**src/rtl/csc_pkg.sv**
```systemverilog
package csc_pkg;

  localparam int unsigned WORD_BYTES   = 4;
  localparam int unsigned WINDOW_BYTES = 8;
  localparam int unsigned WORD_W       = 32;
  localparam int unsigned WINDOW_W     = 64;
  localparam int unsigned GAP_W        = 64;

  // Result word: all status fields packed from bit 0, padded to whole bytes
  localparam int unsigned RESULT_BITS  = 2 + 5 * WORD_W + GAP_W;
  localparam int unsigned OUT_TDATA_W  = ((RESULT_BITS + 7) / 8) * 8;

  // Bit offsets of the fields inside the result word
  localparam int unsigned OFS_IN_SYNC  = 0;
  localparam int unsigned OFS_EVER     = 1;
  localparam int unsigned OFS_EXPECT   = 2;
  localparam int unsigned OFS_FIRST    = OFS_EXPECT + WORD_W;
  localparam int unsigned OFS_GOOD     = OFS_FIRST + WORD_W;
  localparam int unsigned OFS_LOSSES   = OFS_GOOD + WORD_W;
  localparam int unsigned OFS_SKIPPED  = OFS_LOSSES + WORD_W;
  localparam int unsigned OFS_LOST     = OFS_SKIPPED + WORD_W;

  typedef enum logic {
    CMD_CHECK = 1'b0,
    CMD_CLEAR = 1'b1
  } cmd_t;

  typedef struct packed {
    logic                  sync;
    logic                  ever_sync;
    logic [WORD_W-1:0]     expected;
    logic [WORD_W-1:0]     partial_word;
    logic [1:0]            partial_count;
    logic [WINDOW_W-1:0]   window;
    logic [3:0]            window_fill;
    logic [WORD_W-1:0]     first_seen;
    logic [WORD_W-1:0]     match_count;
    logic [WORD_W-1:0]     loss_count;
    logic [WORD_W-1:0]     skip_count;
    logic [GAP_W-1:0]      gap_total;
  } chk_state_t;

endpackage

```
**src/rtl/csc_step.sv**
```systemverilog
module csc_step (
  input  csc_pkg::chk_state_t cur,
  input  csc_pkg::cmd_t       cmd,
  input  logic [7:0]          data_byte,
  output csc_pkg::chk_state_t nxt
);

  logic [csc_pkg::WORD_W-1:0]   word;
  logic [csc_pkg::WORD_W-1:0]   lo;
  logic [csc_pkg::WORD_W-1:0]   hi;
  logic [csc_pkg::WORD_W-1:0]   diff;
  logic [csc_pkg::GAP_W-1:0]    diff_ext;
  logic [csc_pkg::WINDOW_W-1:0] win;
  logic [3:0]                   fill;

  always_comb begin
    nxt      = cur;
    word     = cur.partial_word
               | ({24'd0, data_byte} << {cur.partial_count, 3'b000});
    win      = {data_byte, cur.window[csc_pkg::WINDOW_W-1:8]};
    fill     = (cur.window_fill < 4'(csc_pkg::WINDOW_BYTES))
               ? 4'(cur.window_fill + 4'd1) : cur.window_fill;
    lo       = win[csc_pkg::WORD_W-1:0];
    hi       = win[csc_pkg::WINDOW_W-1:csc_pkg::WORD_W];
    diff     = lo - cur.expected;
    diff_ext = {{(csc_pkg::GAP_W-csc_pkg::WORD_W){diff[csc_pkg::WORD_W-1]}}, diff};

    if (cmd == csc_pkg::CMD_CLEAR) begin
      nxt = '0;
    end else if (cur.sync) begin
      // Assemble the word, little-endian
      if (cur.partial_count != 2'(csc_pkg::WORD_BYTES - 1)) begin
        nxt.partial_word  = word;
        nxt.partial_count = 2'(cur.partial_count + 2'd1);
      end else begin
        nxt.partial_word  = '0;
        nxt.partial_count = '0;
        if (word == cur.expected) begin
          nxt.expected    = cur.expected + 32'd1;
          nxt.match_count = cur.match_count + 32'd1;
        end else begin
          // Drop sync and restart the search from the bad word
          nxt.sync        = 1'b0;
          nxt.loss_count  = cur.loss_count + 32'd1;
          nxt.window      = {word, {csc_pkg::WORD_W{1'b0}}};
          nxt.window_fill = 4'(csc_pkg::WORD_BYTES);
        end
      end
    end else begin
      nxt.window      = win;
      nxt.window_fill = fill;
      if (fill == 4'(csc_pkg::WINDOW_BYTES)) begin
        if (hi != lo + 32'd1) begin
          nxt.skip_count = cur.skip_count + 32'd1;
        end else begin
          if (cur.ever_sync) begin
            nxt.gap_total = cur.gap_total + {diff_ext[csc_pkg::GAP_W-3:0], 2'b00};
          end else begin
            nxt.first_seen = lo;
            nxt.ever_sync  = 1'b1;
          end
          nxt.match_count = cur.match_count + 32'd2;
          nxt.expected    = hi + 32'd1;
          nxt.sync        = 1'b1;
          nxt.window_fill = '0;
        end
      end
    end
  end

endmodule

```
**config.mk**
```make
export PLATFORM = sky130hd
export DESIGN_NAME = csc_step
export DESIGN_NICKNAME = d
export VERILOG_FILES = /design/src/rtl/csc_pkg.sv /design/src/rtl/csc_step.sv
export SDC_FILE = /design/constraint.sdc
export NUM_CORES = 1
export LEC_CHECK = 0
export BUFFER_PORTS_ARGS = -buffer_cell sky130_fd_sc_hd__buf_2
export CORE_AREA = 2 2 258 260
export DETAILED_ROUTE_END_ITERATION = 12
export DIE_AREA = 0 0 260 262
export GPL_TIMING_DRIVEN = 0
export SYNTH_ARGS = -nofsm -noshare
export SYNTH_HDL_FRONTEND = slang
export SYNTH_SLANG_ARGS = --single-unit
```
**constraint.sdc**
```tcl
create_clock -name vclk -period 6.4
set_input_delay 0.64 -clock vclk [all_inputs]
set_output_delay 0.64 -clock vclk [all_outputs]
set_load 0.005 [all_outputs]
```
==> results.txt <==
----------------------------------------------------
[Global routing]
  Wire length of the first global-routing pass ... 142,000 um
  GRT overflow ... 0
  Global-route usage over all layers ... 0.283
  Number of antenna violations at the first check in global routing ... 23
  Largest net degree at the start of global routing ... 27
  Vias in the first global route ... 20.8k

[Worst setup path]
  Master of the slowest instance on the critical path ... sky130_fd_sc_hd__or4_4
  Largest fanout on the critical path ... 7
  Setup crit start kind ... input pin
  Dominant delay contributor by cell family on the critical path ... compound AO/OA/AOI/OAI gates
  Worst setup path endpoint ... nxt[63]
  Logic depth of the worst setup path including buffers ... 28
  Critical Path Source ... cur[294]
  Category of the most critical setup path ... input pin to output pin
  Data arrival time of the worst path ... just under 6000 ps
  Most common cell on crit path ... sky130_fd_sc_hd__a21oi_4
  Largest stage delay on the critical path ... between 400 and 500 ps
  Data required time of the worst path ... between 5000 and 6000 ps
  Bufs and invs on worst path ... 4
  Type of element capturing the critical path ... output pin

[STA]
  Relative slew slack ... 0.0792
  Unrepaired setup endpoints after global routing ... true
  Pins Over Slew Limit ... 0
  Final Cycle Share ... 1.02
  Slew at the pin closest to its max-slew limit ... approximately 1400 ps
  Maximum achievable frequency ... approximately 0.15 GHz
  Fin. Hold Viols ... 0
  Setup slack of the critical path after layout ... -108 ps
  Endpoints failing setup ... 8
  Post-route setup TNS ... -470 ps
  Clock period minus final worst setup slack ... roughly 6500 ps

[Run status]
  Run status ... finished, violations left
  Violated checks ... negative setup slack

[Pwr]
  Maximum vdd ir drop ... approximately 0.000049 V
  Total power per unit cell area ... 122 mW/mm^2
  LEAKAGE ... around 9.2 nW

[Route]
  WL/cell ... 25.7 um
  Number of remaining DRC errors ... 0
  Pre-antenna DRT Iters ... 6
  Starting DRT DRC Count ... 1,967
  Number of vias in the routed layout ... between 20k and 25k
  Length of routed met3 wiring ... 8670 um
  Number of vias per cell after detailed routing ... roughly 5.4
  DR top layer ... met5
  Post-DRT Antenna Nets ... 0
  Routed metal-1 wire length ... 42,000 um
  Routed wire length ... ~100,000 um
  Detail Route met2 WL ... between 40,000 and 50,000 um

[Floorplanning]
  Rows ... 94
  Starting Density ... 0.225
  Number of placed I/O pins ... about 670
  Floorplan die width ... between 200 and 300 um
  Die ar. ... a little under 0.07 mm^2
  Y dimension of the die ... around 260 um
  Floorplan core area ... between 0.06 and 0.07 mm^2

[Yosys]
  Post-synthesis net count ... a little under 3k
  Count of mapped cells out of synthesis ... 2,463
  Synthesized-area fraction occupied by adder cells ... 0.0949
  Cell accounting for the most synthesized area ... sky130_fd_sc_hd__a21oi_1
  Netlist area before placement ... 0.0147 mm^2
  Portion of the post-synthesis area used by sequential elements ... 0
  Share of cell area taken by muxes after synthesis ... 0.0307
  Compound-Gate Fraction of Synth Area ... 0.297
  Parity-gate share of the synthesized area counting xor and xnor cells ... 0.141
  Cell types occupying the most area after synthesis ... sky130_fd_sc_hd__a21oi_1 (11%), sky130_fd_sc_hd__nand2_1 (9.5%), sky130_fd_sc_hd__ha_1 (9.2%)
  Synth warnings ... 0
  Simple-Gate Fraction of Synth Area ... 0.366
  Fraction of synthesized cell area taken by the top area cell type ... 0.112
  Distinct cells, synth ... between 80 and 90
  Largest family of logic cells by synthesized area ... simple AND/OR/NAND/NOR gates
  Syn avg cell area ... between 5 and 6 um^2

[Placed design]
  Input/output buffers ... roughly 650
  Post-detail-place hpwl ... 86,200 um
  Final Wtd Congestion ... 0.985
  Placed Instances ... ~4.0k

[Final layout]
  End-of-flow core utilization ... 0.314
  Seq. cell area ... 0 um^2
  Total of clock buffers placed in the layout ... 0
  Fill cells ... 7,504
  Share of cells above drive strength 1 ... 0.290
  Filler-free cell count of the finished design ... 4,050
  Layout Area Growth over Synthesis ... 39.9%
  Total number of nets in the final design ... roughly 3.6k
  Seq Cell Count ... 0

[Job]
  Total of max-cap violations ... 0

[CTS]
  Hold buffers post-CTS ... 0

[Min path]
  Worst hold path class ... input pin to output pin

----------------------------------------------------
[Yosys cell counts, types with 6 or more instances]
master,count
sky130_fd_sc_hd__a2111oi_0,7
sky130_fd_sc_hd__a211oi_1,54
sky130_fd_sc_hd__a21boi_0,6
sky130_fd_sc_hd__a21o_1,46
sky130_fd_sc_hd__a21oi_1,329
sky130_fd_sc_hd__a221oi_1,6
sky130_fd_sc_hd__a311oi_1,6
sky130_fd_sc_hd__a31oi_1,18
sky130_fd_sc_hd__and2_1,24
sky130_fd_sc_hd__and3_1,61
sky130_fd_sc_hd__and4_1,15
sky130_fd_sc_hd__buf_1,7
sky130_fd_sc_hd__buf_2,12
sky130_fd_sc_hd__buf_4,12
sky130_fd_sc_hd__clkbuf_1,125
sky130_fd_sc_hd__ha_1,108
sky130_fd_sc_hd__inv_1,101
sky130_fd_sc_hd__mux2i_1,45
sky130_fd_sc_hd__nand2_1,370
sky130_fd_sc_hd__nand2b_1,20
sky130_fd_sc_hd__nand3_1,92
sky130_fd_sc_hd__nand3b_1,18
sky130_fd_sc_hd__nand4_1,60
sky130_fd_sc_hd__nor2_1,277
sky130_fd_sc_hd__nor2b_1,21
sky130_fd_sc_hd__nor3_1,44
sky130_fd_sc_hd__nor3_2,7
sky130_fd_sc_hd__nor4_1,12
sky130_fd_sc_hd__nor4b_1,10
sky130_fd_sc_hd__o2111ai_1,6
sky130_fd_sc_hd__o211ai_1,33
sky130_fd_sc_hd__o21a_1,14
sky130_fd_sc_hd__o21ai_0,101
sky130_fd_sc_hd__o21bai_1,21
sky130_fd_sc_hd__o31ai_1,11
sky130_fd_sc_hd__or2_2,7
sky130_fd_sc_hd__or3_1,31
sky130_fd_sc_hd__or3b_2,9
sky130_fd_sc_hd__xnor2_1,141
sky130_fd_sc_hd__xor2_1,95
[timing repair]
item	CTS	global route
buffers inserted	40	21
gates resized for setup	143	83
gates cloned	0	1
pin swaps	42	60
setup endpoints to repair	43	46
[stage by stage]
step / power [mW] / worst slack (ps) / hold slack (ps) / area (um^2)
finish: 2.50 / -108 / 1570 / 20500
global route: 2.70 / -317 / 1610 / 20500
CTS: 2.32 / -237 / 1580 / 19900
detailed placement: 2.13 / -2040 / 1580 / 19100
global placement: 2.12 / -2320 / 1580 / 19000
floorplan: 1.35 / 19.8 / 1340 / 14700
[worst min-delay path: cells and delay by family]
family,cells,cell delay (ps)
buffers and inverters,2,180
AND/OR/NAND/NOR,1,110
[cells in the final DEF (no fill, tap or decap), drive strengths merged, types with 94 or more instances in the layout]
cell and count:
xnor2 141, clkbuf 124, buf 744, nand3 94, xor2 95, ha 108
inv 101, nor2 277, nand2 370, a21oi 329, o21ai 103
[layer usage]
metal	global-route usage	up-vias
li1	-	10254
met1	0.351	10400
met2	0.477	1059
met3	0.0615	224
met4	0.109	22
met5	0	-
[layout make-up]
type	count	area [um^2]	area share
Antenna cell	12	30.0	0.00146
Inverter	102	404	0.0197
Multi-Input combinational cell	2204	14500	0.706
Timing Repair Buffer	715	3870	0.189
Tap cell	864	1080	0.0527
Buffer	153	637	0.0311
[how the worst min path moves through the flow]
stage / startpoint / end / slack, ps / depth (start not counted)
global placement: cur[1] / nxt[1] / 1580 / 3
floorplan: cur[308] / nxt[308] / 1340 / 1
global route: cur[177] / nxt[177] / 1610 / 4
CTS: cur[1] / nxt[1] / 1580 / 3
detailed placement: cur[1] / nxt[1] / 1580 / 3
finish: cur[1] / nxt[1] / 1570 / 3
[cell families (layout without fill, tap and decap cells)]
group | after synthesis | count (layout)
compound gates | 708 | 708
xor+xnor | 236 | 236
fa+ha+maj | 110 | 110
buf+inv | 259 | 970
mux | 45 | 45
other cells | 0 | 12
simple gates | 1105 | 1105
[power by group]
part / switching (mW) / internal [mW]
logic: 1.48 / 1.02
registers: 0 / 0
clock network: 0 / 0.000000252
No activity file was read; power rests on OpenSTA's default activity.
